$ cat src/design/ctk_pkg.sv
package ctk_pkg;

  localparam int MAX_TOKEN_LEN = 255;
  localparam int OFFSET_BITS   = 20;
  localparam int LEN_CAP       = (MAX_TOKEN_LEN < 255) ? MAX_TOKEN_LEN : 255;
  localparam int START_W       = 20;
  localparam int QUEUE_DEPTH   = 4;
  localparam int QPTR_W        = $clog2(QUEUE_DEPTH);

  localparam logic [3:0] KIND_END      = 4'd0;
  localparam logic [3:0] KIND_STRING   = 4'd1;
  localparam logic [3:0] KIND_IDENT    = 4'd2;
  localparam logic [3:0] KIND_NUMBER   = 4'd3;
  localparam logic [3:0] KIND_INT      = 4'd4;
  localparam logic [3:0] KIND_VAR      = 4'd5;
  localparam logic [3:0] KIND_ASM      = 4'd6;
  localparam logic [3:0] KIND_IF       = 4'd7;
  localparam logic [3:0] KIND_FUNCTION = 4'd8;
  localparam logic [3:0] KIND_INCR     = 4'd9;
  localparam logic [3:0] KIND_ADDEQ    = 4'd10;
  localparam logic [3:0] KIND_DECR     = 4'd11;
  localparam logic [3:0] KIND_CHAR     = 4'd12;

  localparam logic [1:0] ERR_NONE       = 2'd0;
  localparam logic [1:0] ERR_OPEN_STR   = 2'd1;
  localparam logic [1:0] ERR_OPEN_BLOCK = 2'd2;

  typedef struct packed {
    logic [3:0]         kind;
    logic [7:0]         char_code;
    logic [START_W-1:0] start_offset;
    logic [7:0]         text_length;
    logic [15:0]        line_number;
    logic [1:0]         error_code;
  } tok_t;

  // one input byte yields zero, one or two tokens
  typedef struct packed {
    tok_t first;
    tok_t second;
    logic two;
  } pair_t;

endpackage

$ cat src/design/ctk_scan.sv
module ctk_scan (
  input  logic          clk,
  input  logic          rst_n,
  input  logic          in_valid,
  output logic          in_ready,
  input  logic [7:0]    in_byte,
  input  logic          q_full,
  output logic          q_wr,
  output ctk_pkg::pair_t q_data
);
  import ctk_pkg::*;

  localparam logic [3:0] PH_IDLE       = 4'd0;
  localparam logic [3:0] PH_STRING     = 4'd1;
  localparam logic [3:0] PH_IDENT      = 4'd2;
  localparam logic [3:0] PH_NUMBER     = 4'd3;
  localparam logic [3:0] PH_SLASH      = 4'd4;
  localparam logic [3:0] PH_BLOCK      = 4'd5;
  localparam logic [3:0] PH_BLOCK_STAR = 4'd6;
  localparam logic [3:0] PH_LINE       = 4'd7;
  localparam logic [3:0] PH_PLUS       = 4'd8;
  localparam logic [3:0] PH_MINUS      = 4'd9;

  localparam logic [7:0] CH_LF    = 8'd10;
  localparam logic [7:0] CH_CR    = 8'd13;
  localparam logic [7:0] CH_SPACE = 8'd32;
  localparam logic [7:0] CH_QUOTE = 8'h22;
  localparam logic [7:0] LEN_MAX  = 8'(LEN_CAP);

  logic [3:0]             phase_r, phase_nxt;
  logic [OFFSET_BITS-1:0] ofs_r, ofs_nxt;
  logic [15:0]            line_r, line_nxt;
  logic [OFFSET_BITS-1:0] tstart_r, tstart_nxt;
  logic [7:0]             tlen_r, tlen_nxt;
  logic [7:0]             pend_r, pend_nxt;
  logic [7:0]             kw_r [8];

  logic       fire;
  logic [7:0] b;
  logic       b_alpha, b_digit;
  logic [7:0] grown;
  logic       e0_v, d_v, disp, line_inc, text_end, kw_we;
  logic [2:0] kw_idx;
  tok_t       e0, d;

  function automatic logic is_alpha(input logic [7:0] c);
    return (c >= "a" && c <= "z") || (c >= "A" && c <= "Z") || c == "_";
  endfunction

  function automatic logic [3:0] ident_kind(input logic [7:0] len,
                                             input logic [63:0] w);
    logic [3:0] k;
    k = KIND_IDENT;
    if (len == 8'd3 && w[63:40] == "int") k = KIND_INT;
    else if (len == 8'd3 && w[63:40] == "var") k = KIND_VAR;
    else if (len == 8'd3 && w[63:40] == "asm") k = KIND_ASM;
    else if (len == 8'd2 && w[63:48] == "if") k = KIND_IF;
    else if (len == 8'd8 && w == "function") k = KIND_FUNCTION;
    return k;
  endfunction

  function automatic tok_t mk_tok(input logic [3:0] kind, input logic [7:0] ch,
                                  input logic [OFFSET_BITS-1:0] st,
                                  input logic [7:0] len, input logic [15:0] line,
                                  input logic [1:0] err);
    tok_t t;
    t.kind         = kind;
    t.char_code    = ch;
    t.start_offset = START_W'(st);
    t.text_length  = len;
    t.line_number  = line;
    t.error_code   = err;
    return t;
  endfunction

  assign fire     = in_valid && in_ready;
  assign in_ready = !q_full;
  assign b        = in_byte;
  assign b_alpha  = is_alpha(b);
  assign b_digit  = (b >= "0" && b <= "9");
  assign grown    = (tlen_r < LEN_MAX) ? tlen_r + 8'd1 : tlen_r;

  always_comb begin
    phase_nxt  = phase_r;
    tstart_nxt = tstart_r;
    tlen_nxt   = tlen_r;
    pend_nxt   = pend_r;
    e0_v       = 1'b0;
    e0         = '0;
    d_v        = 1'b0;
    d          = '0;
    disp       = 1'b0;
    line_inc   = 1'b0;
    text_end   = 1'b0;
    kw_we      = 1'b0;
    kw_idx     = tlen_r[2:0];
    unique case (phase_r)
      PH_STRING: begin
        if (b == CH_QUOTE) begin
          e0_v = 1'b1;
          e0 = mk_tok(KIND_STRING, 8'd0, tstart_r, tlen_r, line_r, ERR_NONE);
          phase_nxt = PH_IDLE;
        end else if (b == 8'd0 || b == CH_CR || b == CH_LF) begin
          e0_v = 1'b1;
          e0 = mk_tok(KIND_STRING, 8'd0, tstart_r, tlen_r, line_r, ERR_OPEN_STR);
          disp = 1'b1;
        end else begin
          tlen_nxt = grown;
        end
      end
      PH_IDENT: begin
        if (b_alpha || b_digit) begin
          kw_we    = (tlen_r < 8'd8);
          tlen_nxt = grown;
        end else begin
          e0_v = 1'b1;
          e0 = mk_tok(ident_kind(tlen_r, {kw_r[0], kw_r[1], kw_r[2], kw_r[3],
                                          kw_r[4], kw_r[5], kw_r[6], kw_r[7]}),
                      8'd0, tstart_r, tlen_r, line_r, ERR_NONE);
          disp = 1'b1;
        end
      end
      PH_NUMBER: begin
        if (b_digit || b == ".") begin
          tlen_nxt = grown;
        end else begin
          e0_v = 1'b1;
          e0 = mk_tok(KIND_NUMBER, 8'd0, tstart_r, tlen_r, line_r, ERR_NONE);
          disp = 1'b1;
        end
      end
      PH_SLASH: begin
        if (b == "*") phase_nxt = PH_BLOCK;
        else if (b == "/") phase_nxt = PH_LINE;
        else begin
          e0_v = 1'b1;
          e0 = mk_tok(KIND_CHAR, pend_r, tstart_r, 8'd1, line_r, ERR_NONE);
          disp = 1'b1;
        end
      end
      PH_BLOCK, PH_BLOCK_STAR: begin
        if (b == 8'd0) begin
          e0_v = 1'b1;
          e0 = mk_tok(KIND_END, 8'd0, ofs_r, 8'd0, line_r, ERR_OPEN_BLOCK);
          text_end = 1'b1;
        end else if (b == "*") begin
          phase_nxt = PH_BLOCK_STAR;
        end else if (b == "/" && phase_r == PH_BLOCK_STAR) begin
          phase_nxt = PH_IDLE;
        end else begin
          line_inc  = (b == CH_LF);
          phase_nxt = PH_BLOCK;
        end
      end
      PH_LINE: begin
        disp = (b == 8'd0 || b == CH_LF || b == CH_CR);
      end
      PH_PLUS: begin
        if (b == "+" || b == "=") begin
          e0_v = 1'b1;
          e0 = mk_tok((b == "+") ? KIND_INCR : KIND_ADDEQ, 8'd0, tstart_r, 8'd2,
                      line_r, ERR_NONE);
          phase_nxt = PH_IDLE;
        end else begin
          e0_v = 1'b1;
          e0 = mk_tok(KIND_CHAR, pend_r, tstart_r, 8'd1, line_r, ERR_NONE);
          disp = 1'b1;
        end
      end
      PH_MINUS: begin
        if (b == "-") begin
          e0_v = 1'b1;
          e0 = mk_tok(KIND_DECR, 8'd0, tstart_r, 8'd2, line_r, ERR_NONE);
          phase_nxt = PH_IDLE;
        end else if (b_digit) begin
          phase_nxt = PH_NUMBER;
          tlen_nxt  = 8'd2;
        end else begin
          e0_v = 1'b1;
          e0 = mk_tok(KIND_CHAR, pend_r, tstart_r, 8'd1, line_r, ERR_NONE);
          disp = 1'b1;
        end
      end
      default: disp = 1'b1;
    endcase

    // dispatch of the current byte: end of text, white space, or start of a fresh token
    if (disp) begin
      phase_nxt = PH_IDLE;
      priority if (b == 8'd0) begin
        d_v = 1'b1;
        d = mk_tok(KIND_END, 8'd0, ofs_r, 8'd0, line_r, ERR_NONE);
        text_end = 1'b1;
      end else if (b <= CH_SPACE || b[7]) begin
        line_inc = (b == CH_LF);
      end else if (b == CH_QUOTE) begin
        phase_nxt  = PH_STRING;
        tstart_nxt = ofs_r + 1'b1;
        tlen_nxt   = 8'd0;
      end else if (b_alpha) begin
        phase_nxt  = PH_IDENT;
        tstart_nxt = ofs_r;
        tlen_nxt   = 8'd1;
        kw_we      = 1'b1;
        kw_idx     = 3'd0;
      end else if (b_digit) begin
        phase_nxt  = PH_NUMBER;
        tstart_nxt = ofs_r;
        tlen_nxt   = 8'd1;
      end else if (b == "/" || b == "+" || b == "-") begin
        phase_nxt  = (b == "/") ? PH_SLASH : ((b == "+") ? PH_PLUS : PH_MINUS);
        tstart_nxt = ofs_r;
        tlen_nxt   = 8'd1;
        pend_nxt   = b;
      end else begin
        d_v = 1'b1;
        d = mk_tok(KIND_CHAR, b, ofs_r, 8'd1, line_r, ERR_NONE);
      end
    end

    if (text_end) begin
      phase_nxt = PH_IDLE;
      ofs_nxt   = '0;
      line_nxt  = 16'd1;
    end else begin
      ofs_nxt  = ofs_r + 1'b1;
      line_nxt = (line_inc && line_r != 16'hFFFF) ? line_r + 16'd1 : line_r;
    end
  end

  assign q_wr          = fire && (e0_v || d_v);
  assign q_data.first  = e0_v ? e0 : d;
  assign q_data.second = d;
  assign q_data.two    = e0_v && d_v;

  always_ff @(posedge clk) begin
    if (!rst_n) begin
      phase_r  <= PH_IDLE;
      ofs_r    <= '0;
      line_r   <= 16'd1;
      tstart_r <= '0;
      tlen_r   <= '0;
      pend_r   <= '0;
    end else if (fire) begin
      phase_r  <= phase_nxt;
      ofs_r    <= ofs_nxt;
      line_r   <= line_nxt;
      tstart_r <= tstart_nxt;
      tlen_r   <= tlen_nxt;
      pend_r   <= pend_nxt;
    end
  end

  always_ff @(posedge clk) begin
    if (fire && kw_we) begin
      kw_r[kw_idx] <= b;
    end
  end

  a_line_nonzero: assert property (@(posedge clk) disable iff (!rst_n)
    line_r != 16'd0) else $error("line count reached zero");

  a_end_restarts: assert property (@(posedge clk) disable iff (!rst_n)
    (fire && b == 8'd0) |=> (ofs_r == '0 && line_r == 16'd1 && phase_r == PH_IDLE))
    else $error("end of text did not restart position");

endmodule

$ cat src/design/ctk_fifo.sv
module ctk_fifo (
  input  logic           clk,
  input  logic           rst_n,
  input  logic           wr_en,
  input  ctk_pkg::pair_t wr_data,
  output logic           full,
  input  logic           rd_en,
  output ctk_pkg::pair_t rd_data,
  output logic           empty
);
  import ctk_pkg::*;

  pair_t             mem_r [QUEUE_DEPTH];
  logic [QPTR_W-1:0] wptr_r, rptr_r;
  logic [QPTR_W:0]   count_r;

  assign full    = (count_r == (QPTR_W+1)'(QUEUE_DEPTH));
  assign empty   = (count_r == '0);
  assign rd_data = mem_r[rptr_r];

  always_ff @(posedge clk) begin
    if (!rst_n) begin
      wptr_r  <= '0;
      rptr_r  <= '0;
      count_r <= '0;
    end else begin
      if (wr_en) wptr_r <= wptr_r + 1'b1;
      if (rd_en) rptr_r <= rptr_r + 1'b1;
      if (wr_en && !rd_en) count_r <= count_r + 1'b1;
      else if (rd_en && !wr_en) count_r <= count_r - 1'b1;
    end
  end

  always_ff @(posedge clk) begin
    if (wr_en) mem_r[wptr_r] <= wr_data;
  end

  a_no_overflow: assert property (@(posedge clk) disable iff (!rst_n)
    !(wr_en && full)) else $error("queue write while full");

  a_no_underflow: assert property (@(posedge clk) disable iff (!rst_n)
    !(rd_en && empty)) else $error("queue read while empty");

endmodule

$ cat src/design/ctk_emit.sv
module ctk_emit (
  input  logic           clk,
  input  logic           rst_n,
  input  logic           q_empty,
  input  ctk_pkg::pair_t q_data,
  output logic           q_rd,
  output logic           out_valid,
  input  logic           out_ready,
  output ctk_pkg::tok_t  out_tok
);
  import ctk_pkg::*;

  tok_t out_r;
  logic out_v_r;
  tok_t spare_r;
  logic spare_v_r;
  logic slot_free;

  assign slot_free = !out_v_r || out_ready;
  assign q_rd      = slot_free && !spare_v_r && !q_empty;
  assign out_valid = out_v_r;
  assign out_tok   = out_r;

  always_ff @(posedge clk) begin
    if (!rst_n) begin
      out_v_r   <= 1'b0;
      spare_v_r <= 1'b0;
    end else if (slot_free) begin
      if (spare_v_r) begin
        out_v_r   <= 1'b1;
        spare_v_r <= 1'b0;
      end else begin
        out_v_r   <= !q_empty;
        spare_v_r <= !q_empty && q_data.two;
      end
    end
  end

  always_ff @(posedge clk) begin
    if (slot_free) begin
      if (spare_v_r) begin
        out_r <= spare_r;
      end else if (!q_empty) begin
        out_r   <= q_data.first;
        spare_r <= q_data.second;
      end
    end
  end

  a_spare_behind_out: assert property (@(posedge clk) disable iff (!rst_n)
    spare_v_r |-> out_v_r) else $error("second token held without a first");

endmodule

$ cat src/design/c_like_source_tokenizer.sv
// channel  dir  tuser  tdata  content
// in_      in   -      8      tdata: text_byte[7:0]
// out_     out  4      56     tuser: kind; tdata: char_code, start_offset, text_length,
//                             line_number, error_code, zero pad
//
// one byte accepted per cycle while the queue is not full; the scanner updates its state in that cycle
// each result leaves through one output register, one per cycle unless out_tready
// holds it back; a byte that ends one token and forms another yields two results
// a four-entry queue of token pairs sits between scanner and output stage
// in_tready drops only while that queue is full; output stalls back up into it
// rst_n is synchronous; the keyword buffer is not cleared
module c_like_source_tokenizer (
  input  logic        clk,
  input  logic        rst_n,
  input  logic        in_tvalid,
  output logic        in_tready,
  input  logic [7:0]  in_tdata,   // text_byte[7:0]
  output logic        out_tvalid,
  input  logic        out_tready,
  output logic [3:0]  out_tuser,  // kind[3:0]
  output logic [55:0] out_tdata   // char_code[7:0], start_offset[27:8],
                                  // text_length[35:28], line_number[51:36],
                                  // error_code[53:52]
);
  import ctk_pkg::*;

  logic  q_wr, q_full, q_rd, q_empty;
  pair_t q_wdata, q_rdata;
  tok_t  tok;

  ctk_scan u_scan (
    .clk      (clk),
    .rst_n    (rst_n),
    .in_valid (in_tvalid),
    .in_ready (in_tready),
    .in_byte  (in_tdata),
    .q_full   (q_full),
    .q_wr     (q_wr),
    .q_data   (q_wdata)
  );

  ctk_fifo u_fifo (
    .clk     (clk),
    .rst_n   (rst_n),
    .wr_en   (q_wr),
    .wr_data (q_wdata),
    .full    (q_full),
    .rd_en   (q_rd),
    .rd_data (q_rdata),
    .empty   (q_empty)
  );

  ctk_emit u_emit (
    .clk       (clk),
    .rst_n     (rst_n),
    .q_empty   (q_empty),
    .q_data    (q_rdata),
    .q_rd      (q_rd),
    .out_valid (out_tvalid),
    .out_ready (out_tready),
    .out_tok   (tok)
  );

  assign out_tuser = tok.kind;
  assign out_tdata = {2'd0, tok.error_code, tok.line_number, tok.text_length,
                      tok.start_offset, tok.char_code};

endmodule
$ cat config.mk
export PLATFORM = sky130hd
export DESIGN_NAME = c_like_source_tokenizer
export DESIGN_NICKNAME = d
export VERILOG_FILES = /design/src/design/ctk_pkg.sv /design/src/design/ctk_scan.sv /design/src/design/ctk_fifo.sv /design/src/design/ctk_emit.sv /design/src/design/c_like_source_tokenizer.sv
export SDC_FILE = /design/constraint.sdc
export NUM_CORES = 1
export LEC_CHECK = 0
export BUFFER_PORTS_ARGS = -buffer_cell sky130_fd_sc_hd__buf_2
export CAP_MARGIN = 20
export CORE_AREA = 2 2 230 232
export CTS_CLUSTER_DIAMETER = 100
export CTS_CLUSTER_SIZE = 30
export DETAILED_ROUTE_END_ITERATION = 10
export DIE_AREA = 0 0 232 234
export PLACE_DENSITY_LB_ADDON = 0.08
export SYNTH_ARGS = -nofsm -noshare
export SYNTH_HDL_FRONTEND = slang
export SYNTH_SLANG_ARGS = --single-unit
export TNS_END_PERCENT = 30
$ cat constraint.sdc
create_clock -name clk -period 7.7 [get_ports clk]
set_clock_uncertainty 0.1 [all_clocks]
set_input_delay 1.155 -clock clk [delete_from_list [all_inputs] [get_ports clk]]
set_output_delay 1.155 -clock clk [all_outputs]
set_load 0.05 [all_outputs]
==> results.txt, run 1 <==
----------------------------------------------------
[Synth]
  Fraction of synthesis flops using an asynchronous set or reset pin ... 0%
  Cells after Synth ... 1644
  Post-synth EDFFs ... about 580
  Average footprint of a synthesized cell ... about 17 um^2
  Primary flip-flop cell chosen by synthesis mapping ... sky130_fd_sc_hd__edfxtp_1
  Sequential fraction of the synthesis area ... around 70%
  Number of warnings printed during yosys synthesis ... 0
  Number of library cell types mapped by synthesis ... 88
  Register bit total from synthesis ... 670
  Synthesized area ... 27220 um^2

[GRT]
  Vias in the first global route ... 14.21k
  Sum of overflow across all layers after global routing ... 0
  Total track usage ... 20.91%
  Antenna violations before repair ... 0
  Global-route wire length before repair ... 86070 um
  Largest net degree at the start of global routing ... 77

[Setup path]
  Kind of critical path ... input pin to register
  Highest-delay cell along the critical path ... sky130_fd_sc_hd__and2_4
  Worst endpoint required time ... roughly 7900 ps
  Signal arrival time at the worst endpoint ... about 4600 ps
  Buffer and inverter count on the worst path ... 2
  Endpoint kind of the worst setup timing path ... register
  Maximum fanout along the worst path ... 55
  Cell family with the largest share of critical-path delay ... simple AND/OR/NAND/NOR gates
  Nature of the critical path startpoint ... input pin
  Cell breakdown of the critical path ... buf_2 > nor4_1 > nand2_1 > nand3_1 > a211oi_2 > nor2_2 > and2_4 > buf_4
  Critical Path Max Stage Delay ... ~800 ps

[Place]
  Total placed instance area ... 28280 um^2
  Post-DP HPWL ... 32560 um
  Final weighted congestion in routability-driven placement ... 0.8614
  Number of input and output port buffers inserted ... 71
  Dpl ws ... 2537 ps

[Floorplanning]
  Total I/O pin count ... 74
  Site row count ... 84
  Width of the die ... 232 um
  Total core area ... around 52000 um^2
  Initial Util ... 52.32%
  Height of the die ... 234 um
  Die area ... roughly 54000 um^2

[Timing]
  Setup TNS Final ... 0 ps
  Setup violators final ... 0
  Highest clock frequency the design can meet ... 225.3 MHz
  Transition time at the pin with the least slew margin ... 984.1 ps
  Slack of the critical path ... ~3300 ps
  Final hold violations ... 0
  Max_slew headroom ... 34.39%
  Final number of max-transition violations ... 0
  Unrepaired setup endpoints after global routing ... no
  Tmin final ... around 4400 ps
  Share of the clock period used by the worst path ... 57.65%

[Clock network]
  H-tree depth ... 1
  Number of clock buffers inserted by TritonCTS ... 27
  Total of cells resized after clock tree synthesis ... 0
  Buffers from clock root to sink, at most ... 3
  Clock tree from TritonCTS ... done
  Hold Buf Count CTS ... 0
  Clk pin slew, worst setup/hold paths ... 110 ps
  Clock sink total ... 670
  Post CTS Setup Buffer Count ... 0
  Root Driver ... sky130_fd_sc_hd__clkbuf_16
  Clock network latency to the later pin of the worst-skew pair ... 620 ps

[Power]
  Leakage ... 0.009172 uW
  Peak VDD IR ... 0.2915 mV
  PD cells ... a little under 300 nW/um^2

[Layout]
  Final Cell Area ... just under 30000 um^2
  Number of inserted filler cells in the final layout ... roughly 4.1k
  Final cell utilization of the core ... a little under three fifths
  Diode count ... 0
  Multi-input gate area in the final layout ... 7525 um^2
  Area growth from synthesis to layout ... 6.946%
  Layout Nets ... 1700
  Fraction of final layout cells sized beyond drive strength 1 ... a little over a fifth
  Area occupied by registers ... ~19000 um^2

[Detailed routing]
  Vias per cell ... between 5 and 6
  First-pass DRT Iterations ... 6
  Sum of met2 wire segment lengths after detailed routing ... 27010 um
  Residual DRC ... 0
  Wire length per cell ... 23.44 um
  Topmost layer with routed signal wires ... met4
  Sum of routed wire length over all layers ... 55910 um
  Vias after detailed routing ... 14.20k
  DR iter-0 viols ... approximately 1.2k
  Remaining antenna violation count after routing ... 0
  WL met3 ... about 2100 um
  Routed length on met1 ... 25590 um

[Status]
  Run status ... finished, final reports clean

[Job]
  Maxcap violations ... 0

[Hold path]
  Type of the tightest min-delay check ... register to register

----------------------------------------------------
power by group:
group | leakage [uW] | total, uW | switching, uW | internal, uW
clock network | 0.000394 | 1780 | 1080 | 701
registers | 0.00612 | 4680 | 200 | 4480
logic | 0.00265 | 2090 | 1430 | 660
total | 0.00917 | 8550 | 2710 | 5840
layout make-up:
class,count,share of cell area (%)
Sequential cell,670,66.16
Multi-Input combinational cell,865,25.85
Tap cell,688,2.957
Clock buffer,42,2.588
Timing Repair Buffer,95,1.960
Clock inverter,7,0.2536
Inverter,18,0.2321
registers in the layout (all words and copies together) (netlist names), 2 cells and up, named ones only:
name and cells:
u_scan.ofs_r 20, u_emit.out_tok 58, u_fifo.count_r 3, u_scan.tlen_r 8, u_scan.pend_r 8, u_scan.kw_r 64
u_scan.tstart_r 20, u_fifo.wptr_r 2, u_fifo.rptr_r 2, u_scan.phase_r 4, u_emit.spare_r 45, u_fifo.mem_r 416
u_scan.line_r 16
synth_stat cells (10+ instances only):
master | count | area share (%)
sky130_fd_sc_hd__inv_1 | 18 | 0.25
sky130_fd_sc_hd__nand2_1 | 68 | 0.94
sky130_fd_sc_hd__or3_1 | 10 | 0.23
sky130_fd_sc_hd__a211oi_2 | 20 | 0.92
sky130_fd_sc_hd__o21ai_0 | 34 | 0.63
sky130_fd_sc_hd__nor2_1 | 86 | 1.2
sky130_fd_sc_hd__a21oi_1 | 36 | 0.66
sky130_fd_sc_hd__nor2b_1 | 34 | 0.78
sky130_fd_sc_hd__buf_2 | 28 | 0.51
sky130_fd_sc_hd__a22o_1 | 28 | 0.90
sky130_fd_sc_hd__ha_1 | 10 | 0.46
sky130_fd_sc_hd__xnor2_1 | 15 | 0.48
sky130_fd_sc_hd__xor2_1 | 22 | 0.71
sky130_fd_sc_hd__nor3_1 | 25 | 0.46
sky130_fd_sc_hd__nand3_1 | 27 | 0.50
sky130_fd_sc_hd__nand2b_1 | 11 | 0.25
sky130_fd_sc_hd__and3_1 | 18 | 0.41
sky130_fd_sc_hd__edfxtp_1 | 583 | 64
sky130_fd_sc_hd__mux2_2 | 45 | 1.9
sky130_fd_sc_hd__clkbuf_1 | 54 | 0.74
sky130_fd_sc_hd__nor2_2 | 23 | 0.53
sky130_fd_sc_hd__dfxtp_1 | 87 | 6.4
sky130_fd_sc_hd__and2_1 | 58 | 1.3
sky130_fd_sc_hd__nand4_1 | 19 | 0.44
sky130_fd_sc_hd__nor4_1 | 15 | 0.34
sky130_fd_sc_hd__mux4_2 | 104 | 8.6
cells by family after synthesis:
logic type,share of synthesized area [%]
AO/OA/AOI/OAI,5.912
XOR/XNOR,1.191
adder cells (fa/ha/maj),0.5333
buffers and inverters,1.843
flip-flops,70.72
multiplexers,10.61
other,0.01378
AND/OR/NAND/NOR,9.171
final timing paths:
path                            slack (ps)         startpoint  cells past startpoint              endpoint
worst max-delay path                  3260        in_tdata[0]                      8  u_fifo.mem_r[2][110]
worst min-delay path                   390   u_scan.pend_r[7]                      1      u_scan.pend_r[7]
worst max register to register        3550  u_scan.phase_r[1]                      9  u_fifo.mem_r[2][110]
worst min register to register         390   u_scan.pend_r[7]                      1      u_scan.pend_r[7]
metrics by stage:
step | power, uW | cells | hold WS [ps]
after global placement | 6881 | 2335 | 352.9
after detailed placement | 6905 | 2335 | 358.9
after global routing | 8909 | 2385 | 398.7
after floorplan | 6308 | 1649 | 341.1
after CTS | 8659 | 2384 | 387.3
final | 8550 | 2385 | 392.4
cells in the final DEF, fill, tap and decap left out, types with 14 or more instances in the layout:
master	n
sky130_fd_sc_hd__buf_2	72
sky130_fd_sc_hd__nor2_1	85
sky130_fd_sc_hd__nand2_1	68
sky130_fd_sc_hd__clkbuf_16	28
sky130_fd_sc_hd__and3_1	18
sky130_fd_sc_hd__nor4_1	15
sky130_fd_sc_hd__nand4_1	19
sky130_fd_sc_hd__nand3_1	27
sky130_fd_sc_hd__nor2b_1	34
sky130_fd_sc_hd__a22o_1	28
sky130_fd_sc_hd__xor2_1	22
sky130_fd_sc_hd__mux2_2	45
sky130_fd_sc_hd__mux4_2	104
sky130_fd_sc_hd__o21ai_0	34
sky130_fd_sc_hd__inv_1	17
sky130_fd_sc_hd__a21oi_1	36
sky130_fd_sc_hd__clkbuf_1	14
sky130_fd_sc_hd__buf_4	20
sky130_fd_sc_hd__nor3_1	24
sky130_fd_sc_hd__and2_1	54
sky130_fd_sc_hd__nor2_2	23
sky130_fd_sc_hd__edfxtp_1	583
sky130_fd_sc_hd__a211oi_2	20
sky130_fd_sc_hd__xnor2_1	15
sky130_fd_sc_hd__dfxtp_1	84
per-layer routing:
layer / GRT usage (%) / vias up
met5: 0 / -
met4: 4.728 / 0
met3: 2.578 / 58
met2: 34.71 / 303
met1: 29.95 / 7365
li1: - / 6471
(Power assumes the default switching activity.)
==> inputs of run 2 (changes only) <==
Settings changed: ABC_AREA from default to 1, CORE_AREA 2 2 230 232 to 2 2 232 234, DIE_AREA 0 0 232 234 to 0 0 234 236.
Clock period 7.7 ns to 4.08 ns, I/O delays scaled along.
==> run 2 against run 1 <==
  * Area after synthesis increased by 1.8%
  * Design area increased by 2.3%
  * Global-route usage increased by 3.1 points
  * Routed wire length up 19%
  * Critical path type unchanged
  * Critical endpoint is now u_fifo.count_r[1]
  * Largest power group unchanged
==> results.txt, run 2 <==
----------------------------------------------------
[Layout]
  Most common cell after layout, fill and taps aside ... sky130_fd_sc_hd__edfxtp_1
  Number of inserted filler cells in the final layout ... 4436 (+7.6%)
  Diode count ... 0 (unchanged)
  Register with the most flip-flops ... u_fifo.mem_r
  Layout Nets ... 2585 (+52%)
  Fraction of final layout cells sized beyond drive strength 1 ... 7.552% (-13 points)
  Cell Count, Final, Fillers Out ... 3278 (+37%)
  Final cell utilization of the core ... 56.08% (+0.13 points)
  Most used cells in the layout excluding fill and tap cells ... 583 x sky130_fd_sc_hd__edfxtp_1, 538 x sky130_fd_sc_hd__nor2_1, 304 x sky130_fd_sc_hd__nand2_1, 290 x sky130_fd_sc_hd__o21ai_0, 161 x sky130_fd_sc_hd__inv_1
  Area growth from synthesis to layout ... 7.463%
  Number of flip-flops under the largest register name ... 416 (unchanged)

[Detailed routing]
  Wire length per cell ... 20.23 um (-14%)
  Sum of routed wire length over all layers ... 66320 um (+19%)
  Remaining antenna violation count after routing ... 0 (unchanged)
  Vias per cell ... 5.600 (-5.9%)
  First-pass DRT Iterations ... 5 (-1)
  DR iter-0 viols ... 1615 (+34%)
  Residual DRC ... 0 (unchanged)
  Vias after detailed routing ... 18.36k (+29%)

[Hold path]
  Type of the tightest min-delay check ... input pin to register
  Worst min-delay path startpoint ... in_tdata[6]
  Worst Hold Path EP ... u_scan.kw_r[4][6]
  Cells on Worst Hold Path ... 1 (unchanged)

[Setup path]
  Worst reg2reg path startpoint ... u_scan.phase_r[1]
  Endpoint kind of the worst setup timing path ... register
  Signal arrival time at the worst endpoint ... 3720 ps (-890 ps)
  Kind of critical path ... input pin to register
  Worst Reg-to-Reg Cells ... 15 (+6)
  Maximum fanout along the worst path ... 15 (-73%)
  Register-to-register path setup slack ... 820 ps (-2730 ps)
  Nature of the critical path startpoint ... input pin
  Worst r2r dst ... u_scan.kw_r[4][4]
  Worst endpoint required time ... 4490 ps (-3380 ps)

[GRT]
  Vias in the first global route ... 17.45k (+23%)
  Largest net degree at the start of global routing ... 209 (+170%)
  Total track usage ... 23.97% (+3.1 points)
  Sum of overflow across all layers after global routing ... 0 (unchanged)
  Antenna violations before repair ... 3 (+3)
  Global-route wire length before repair ... 101900 um (+18%)

[Place]
  Number of input and output port buffers inserted ... 71 (unchanged)
  Post-DP HPWL ... 40220 um (+24%)
  Post-Place Cells ... 3230 (+38%)
  Final weighted congestion in routability-driven placement ... 0.9000 (+4.5%)

[Synth]
  Synthesized area ... 27700 um^2 (+1.8%)
  Cells after Synth ... 2527 (+54%)
  Most common cell in the synthesized netlist ... sky130_fd_sc_hd__edfxtp_1
  Number of library cell types mapped by synthesis ... 49 (-44%)
  Number of warnings printed during yosys synthesis ... 0 (unchanged)
  Sequential fraction of the synthesis area ... 69.50% (-1.2 points)
  Cell types with the largest area share after synthesis ... sky130_fd_sc_hd__edfxtp_1 63%, sky130_fd_sc_hd__nor2_1 7.3%, sky130_fd_sc_hd__dfxtp_1 6.3%, sky130_fd_sc_hd__o21ai_0 5.2%, sky130_fd_sc_hd__nand2_1 4.1%
  Register bit total from synthesis ... 670 (unchanged)
  Area fraction of the dominant cell type after synthesis ... 63.21% (-1.1 points)
  Commonest cells in the synthesized netlist ... 583 x sky130_fd_sc_hd__edfxtp_1, 542 x sky130_fd_sc_hd__nor2_1, 304 x sky130_fd_sc_hd__nand2_1
  Post-synth EDFFs ... 583 (unchanged)
  Leading area contributor after synthesis ... sky130_fd_sc_hd__edfxtp_1
  Average footprint of a synthesized cell ... 10.96 um^2 (-34%)
  Fraction of synthesis flops using an asynchronous set or reset pin ... 0% (unchanged)
  Primary flip-flop cell chosen by synthesis mapping ... sky130_fd_sc_hd__edfxtp_1

[Timing]
  Tmin final ... 3304 ps
  Final hold violations ... 0 (unchanged)
  Final number of max-transition violations ... 0 (unchanged)
  Transition time at the pin with the least slew margin ... 990.2 ps (+6.150 ps)
  Worst hold slack across all endpoints ... 270.9 ps (-121.5 ps)
  Setup TNS Final ... 0 ps (unchanged)
  Highest clock frequency the design can meet ... 302.7 MHz
  Max_slew headroom ... 33.89% (-0.50 points)
  Unrepaired setup endpoints after global routing ... no
  Setup violators final ... 0 (unchanged)
  Share of the clock period used by the worst path ... ~81%

[Clock network]
  Root Driver ... sky130_fd_sc_hd__clkbuf_16
  Hold Buf Count CTS ... 0 (unchanged)
  Buffers from clock root to sink, at most ... 3 (unchanged)
  Post CTS Setup Buffer Count ... 0 (unchanged)
  Clock network latency to the later pin of the worst-skew pair ... 610 ps (about the same)
  H-tree depth ... 1 (unchanged)
  Clk pin slew, worst setup/hold paths ... 110 ps (about the same)
  Clock sink total ... 670 (unchanged)
  Number of clock buffers inserted by TritonCTS ... 26 (-3.7%)
  Total of cells resized after clock tree synthesis ... 0 (unchanged)
  Clock tree from TritonCTS ... done

[Power]
  PD cells ... 663.7 nW/um^2 (+130%)
  Peak VDD IR ... 0.4949 mV (+70%)
  Sum of internal, switching and leakage power ... 19750 uW (+130%)
  Leakage ... 0.01029 uW (+12%)

[Floorplanning]
  Die area ... 55220 um^2 (+1.7%)
  Total core area ... 53070 um^2 (+2.0%)
  Site row count ... 85 (+1.2%)
  Initial Util ... 52.19% (-0.13 points)
  Height of the die ... 236 um (+0.85%)
  Total I/O pin count ... 74 (unchanged)
  Width of the die ... 234 um (+0.86%)

[Status]
  Run status ... finished, final reports clean

[Job]
  Maxcap violations ... 0 (unchanged)

----------------------------------------------------
## run 2: cells by family (layout without fill, tap and decap cells)
group	count (synthesis)	count (layout)	synth area share (%)
adders and majority gates	11	11	0.5240
buffers and inverters	288	338	4.179
and+or+nand+nor	1049	1049	15.80
xor gates and xnor gates	9	9	0.2846
other	1	6	0.01354
DFF	670	670	69.50
AOI/OAI and AO/OA	499	499	9.704
## run 2: worst max-delay path by stage
stage	slack (ps)	startpoint	endpoint	cells after the start
final	780	in_tdata[3]	u_fifo.count_r[1]	19
after global routing	410	in_tdata[3]	u_fifo.count_r[2]	22
after CTS	820	in_tdata[3]	u_fifo.count_r[1]	19
after detailed placement	160	in_tdata[3]	u_fifo.count_r[1]	19
after global placement	190	in_tdata[3]	u_fifo.count_r[2]	22
after floorplan	-1120	in_tdata[6]	u_fifo.mem_r[0][0]	13
## run 2: final cells by class
type	count	area, um^2	area share, %
sequential	670	19260	64.70
multi-input combinational	1574	7351	24.70
tap	696	870.8	2.926
timing repair buffer	118	858.3	2.884
clock buffer	46	748.2	2.514
inverter	172	654.4	2.199
clock inverter	2	25.02	0.08408
## run 2: power breakdown
part	total (uW)	switching, uW	internal (uW)
sequential	9910	485	9420
clock	3270	1990	1280
combinational	6580	5030	1550
## run 2: worst max-delay path: stages
cell and delay (ps):
sky130_fd_sc_hd__buf_2 240, sky130_fd_sc_hd__nand2_1 190, sky130_fd_sc_hd__inv_1 150, sky130_fd_sc_hd__nand2_1 50, sky130_fd_sc_hd__o21ai_0 140, sky130_fd_sc_hd__nand2_1 170
sky130_fd_sc_hd__nand3_2 130, sky130_fd_sc_hd__nand2_2 80, sky130_fd_sc_hd__nor2_4 340, sky130_fd_sc_hd__nand2_4 200, sky130_fd_sc_hd__nor2_8 230, sky130_fd_sc_hd__nand2_4 110
sky130_fd_sc_hd__nand2_1 100, sky130_fd_sc_hd__inv_1 50, sky130_fd_sc_hd__ha_1 190, sky130_fd_sc_hd__inv_1 100, sky130_fd_sc_hd__fa_1 410, sky130_fd_sc_hd__o21ai_0 150
sky130_fd_sc_hd__a21oi_1 60
## run 2: metrics by stage
stage	worst slack (ps)	area, um^2
CTS	820.4	29760
finish	776.4	29760
global placement	185.5	28990
detailed placement	157.5	28990
global route	411.2	29760
floorplan	-1119	27730
## run 2: per-layer routing
metal / vias to the layer above / global-route usage, % / wire length [um]
met3: 62 / 2.454 / 3690
met5: - / 0 / 13
li1: 8839 / - / -
met4: 2 / 4.219 / 987
met1: 8967 / 36.05 / 30600
met2: 487 / 38.40 / 31030
==> inputs of run 3 (changes only) <==
Clock period 4.08 ns to 3.3 ns, I/O delays scaled along.
==> run 3 against run 2 <==
  * Routed wire length grew 2.7%
  * Global-route usage grew 0.86 points
  * Total power grew 26%
  * Register-to-register slack lost 370 ps
  * Design area grew 2.4%
  * First-iteration DRC count grew 2.8%
  * Count of clock-buffer cells in the layout shrank 3
  * Final cell count grew 1.9%
  * Combinational power grew 32%
  * Largest power group unchanged
==> results.txt, run 3 (synthesis results as in run 2) <==
----------------------------------------------------
[Layout]
  Area growth from synthesis to layout ... 10.06%
  Most common cell after layout, fill and taps aside ... sky130_fd_sc_hd__edfxtp_1
  Fraction of final layout cells sized beyond drive strength 1 ... 10.51% (+3.0 points)
  Area occupied by registers ... 19260 um^2 (unchanged)
  Multi-input gate area in the final layout ... 7448 um^2 (+1.3%)
  Most used cells in the layout excluding fill and tap cells ... 583 x sky130_fd_sc_hd__edfxtp_1, 531 x sky130_fd_sc_hd__nor2_1, 300 x sky130_fd_sc_hd__nand2_1, 290 x sky130_fd_sc_hd__o21ai_0, 157 x sky130_fd_sc_hd__inv_1
  Diode count ... 0 (unchanged)
  Number of inserted filler cells in the final layout ... 4494 (+1.3%)
  Number of flip-flops under the largest register name ... 416 (unchanged)
  Register with the most flip-flops ... u_fifo.mem_r
  Layout Nets ... 2647 (+2.4%)

[Timing]
  Final number of max-transition violations ... 0 (unchanged)
  Unrepaired setup endpoints after global routing ... no
  Max_slew headroom ... 34.86% (+0.96 points)
  Highest clock frequency the design can meet ... 351.0 MHz
  Final hold violations ... 0 (unchanged)
  Slack of the critical path ... 451.3 ps (-325.1 ps)
  Tmin final ... 2849 ps
  Setup violators final ... 0 (unchanged)
  Setup TNS Final ... 0 ps (unchanged)
  Share of the clock period used by the worst path ... 86.33%
  Transition time at the pin with the least slew margin ... 977.1 ps (-13.11 ps)

[Place]
  Post-DP HPWL ... 42850 um (+6.5%)
  Final weighted congestion in routability-driven placement ... 0.8959 (-0.46%)
  Dpl ws ... 71.33 ps (-86.13 ps)
  Number of input and output port buffers inserted ... 71 (unchanged)

[Setup path]
  Nature of the critical path startpoint ... register
  Worst r2r dst ... u_fifo.count_r[2]
  Worst Reg-to-Reg Cells ... 21 (+6)
  Worst endpoint required time ... 3730 ps (-760 ps)
  Register-to-register path setup slack ... 450 ps (-370 ps)
  Signal arrival time at the worst endpoint ... 3280 ps (-440 ps)
  Worst reg2reg path startpoint ... u_scan.phase_r[1]
  Kind of critical path ... register to register
  Maximum fanout along the worst path ... 5 (-10)
  Endpoint kind of the worst setup timing path ... register

[Hold path]
  Type of the tightest min-delay check ... input pin to register
  Worst min-delay path startpoint ... in_tdata[6]
  Cells on Worst Hold Path ... 1 (unchanged)
  Worst Hold Path EP ... u_scan.kw_r[0][6]

[Status]
  Run status ... finished, final reports clean

[Clock network]
  Buffers from clock root to sink, at most ... 3 (unchanged)
  Post CTS Setup Buffer Count ... 0 (unchanged)
  Total of cells resized after clock tree synthesis ... 0 (unchanged)
  Hold Buf Count CTS ... 0 (unchanged)
  Clock network latency to the later pin of the worst-skew pair ... 600 ps (about the same)
  Clock tree from TritonCTS ... done
  Root Driver ... sky130_fd_sc_hd__clkbuf_16
  Number of clock buffers inserted by TritonCTS ... 27 (+3.8%)
  Clock sink total ... 670 (unchanged)
  Clk pin slew, worst setup/hold paths ... 110 ps (about the same)
  H-tree depth ... 1 (unchanged)

[Detailed routing]
  Residual DRC ... 0 (unchanged)
  First-pass DRT Iterations ... 5 (unchanged)
  Sum of routed wire length over all layers ... 68130 um (+2.7%)
  DR iter-0 viols ... 1660 (+2.8%)
  Vias per cell ... 5.660 (+1.1%)
  Remaining antenna violation count after routing ... 0 (unchanged)
  Wire length per cell ... 20.40 um (+0.82%)
  Vias after detailed routing ... 18.91k (+3.0%)

[Floorplanning]
  Width of the die ... 234 um (unchanged)
  Total I/O pin count ... 74 (unchanged)
  Height of the die ... 236 um (unchanged)
  Die area ... 55220 um^2 (unchanged)
  Initial Util ... 52.19% (unchanged)
  Total core area ... 53070 um^2 (unchanged)
  Site row count ... 85 (unchanged)

[Power]
  Leakage ... 0.01066 uW (+3.6%)
  PD cells ... 818.0 nW/um^2 (+23%)
  Sum of internal, switching and leakage power ... 24940 uW (+26%)
  Peak VDD IR ... 0.4679 mV (-5.4%)

[GRT]
  Sum of overflow across all layers after global routing ... 0 (unchanged)
  Total track usage ... 24.83% (+0.86 points)
  Antenna violations before repair ... 0 (-3)
  Largest net degree at the start of global routing ... 109 (-48%)
  Global-route wire length before repair ... 105300 um (+3.4%)
  Vias in the first global route ... 18.01k (+3.2%)

[Job]
  Maxcap violations ... 0 (unchanged)

----------------------------------------------------
[run 3: cell count changes in the layout (fill, tap and decap cells not counted), moves of 5 or more]
| cell | change |
|---|---|
| sky130_fd_sc_hd__nor2_1 | -7 |
| sky130_fd_sc_hd__buf_12 | +10 |
| sky130_fd_sc_hd__buf_4 | +51 |
| sky130_fd_sc_hd__nor2_2 | +5 |
[run 3: how the worst max path moves through the flow]
stage / startpoint / endpoint / slack [ps] / cells after the start
2_1_floorplan: in_tdata[7] / u_fifo.mem_r[0][0] / -430 / 11
3_3_place_gp: in_tdata[7] / u_fifo.count_r[2] / 70 / 23
3_5_place_dp: in_tdata[7] / u_fifo.count_r[1] / 70 / 20
4_1_cts: u_scan.phase_r[0] / u_fifo.count_r[2] / 460 / 21
5_1_grt: u_scan.phase_r[3] / u_fifo.count_r[2] / 120 / 21
6_report: u_scan.phase_r[1] / u_fifo.count_r[2] / 450 / 21
[run 3: area by class of cell]
type / count / area share [%]
inverter: 172 / 2.204
clock buffer: 43 / 2.413
clock inverter: 6 / 0.1970
sequential: 670 / 63.17
tap: 696 / 2.857
timing repair buffer: 179 / 4.728
multi-input combinational: 1574 / 24.43
[run 3: per-layer routing]
layer	track usage (%)	vias to the layer above	part of all wire, %
li1	-	8980	-
met1	37.04	9259	45
met2	38.80	584	46
met3	3.482	82	6.8
met4	5.754	0	2.0
met5	0	-	0
[run 3: worst max-delay path, stage by stage, from the launching register on]
cell	delay (ps)
sky130_fd_sc_hd__dfxtp_1	360
sky130_fd_sc_hd__nor2_1	180
sky130_fd_sc_hd__inv_1	60
sky130_fd_sc_hd__nor2_1	260
sky130_fd_sc_hd__nand3_1	160
sky130_fd_sc_hd__nand2_1	80
sky130_fd_sc_hd__inv_1	40
sky130_fd_sc_hd__nand2_2	90
sky130_fd_sc_hd__nor2_4	60
sky130_fd_sc_hd__nand2_4	50
sky130_fd_sc_hd__nand2_2	90
sky130_fd_sc_hd__nand2_4	100
sky130_fd_sc_hd__nand2_8	50
sky130_fd_sc_hd__inv_1	60
sky130_fd_sc_hd__ha_1	140
sky130_fd_sc_hd__inv_1	60
sky130_fd_sc_hd__fa_1	380
sky130_fd_sc_hd__nor2_1	110
sky130_fd_sc_hd__nor2_1	40
sky130_fd_sc_hd__nand2_1	70
sky130_fd_sc_hd__o21ai_0	70
sky130_fd_sc_hd__a21oi_1	140
[run 3: power breakdown]
| part | switching (uW) | internal, uW |
|---|---|---|
| Clock | 2490 | 1590 |
| Combinational | 6450 | 2220 |
| Sequential | 536 | 11600 |
[run 3: metrics by stage]
stage / cell area [um^2] / util (%) / instances / hold WS, ps
6_report: 30480 / 57.44 / 3340 / 142.4
5_1_grt: 30480 / 57.44 / 3340 / 125.1
4_1_cts: 30480 / 57.44 / 3340 / 115.9
3_5_place_dp: 29690 / 55.94 / 3291 / 337.5
3_3_place_gp: 29690 / 55.94 / 3291 / 333.4
2_1_floorplan: 27870 / - / 2532 / 324.5
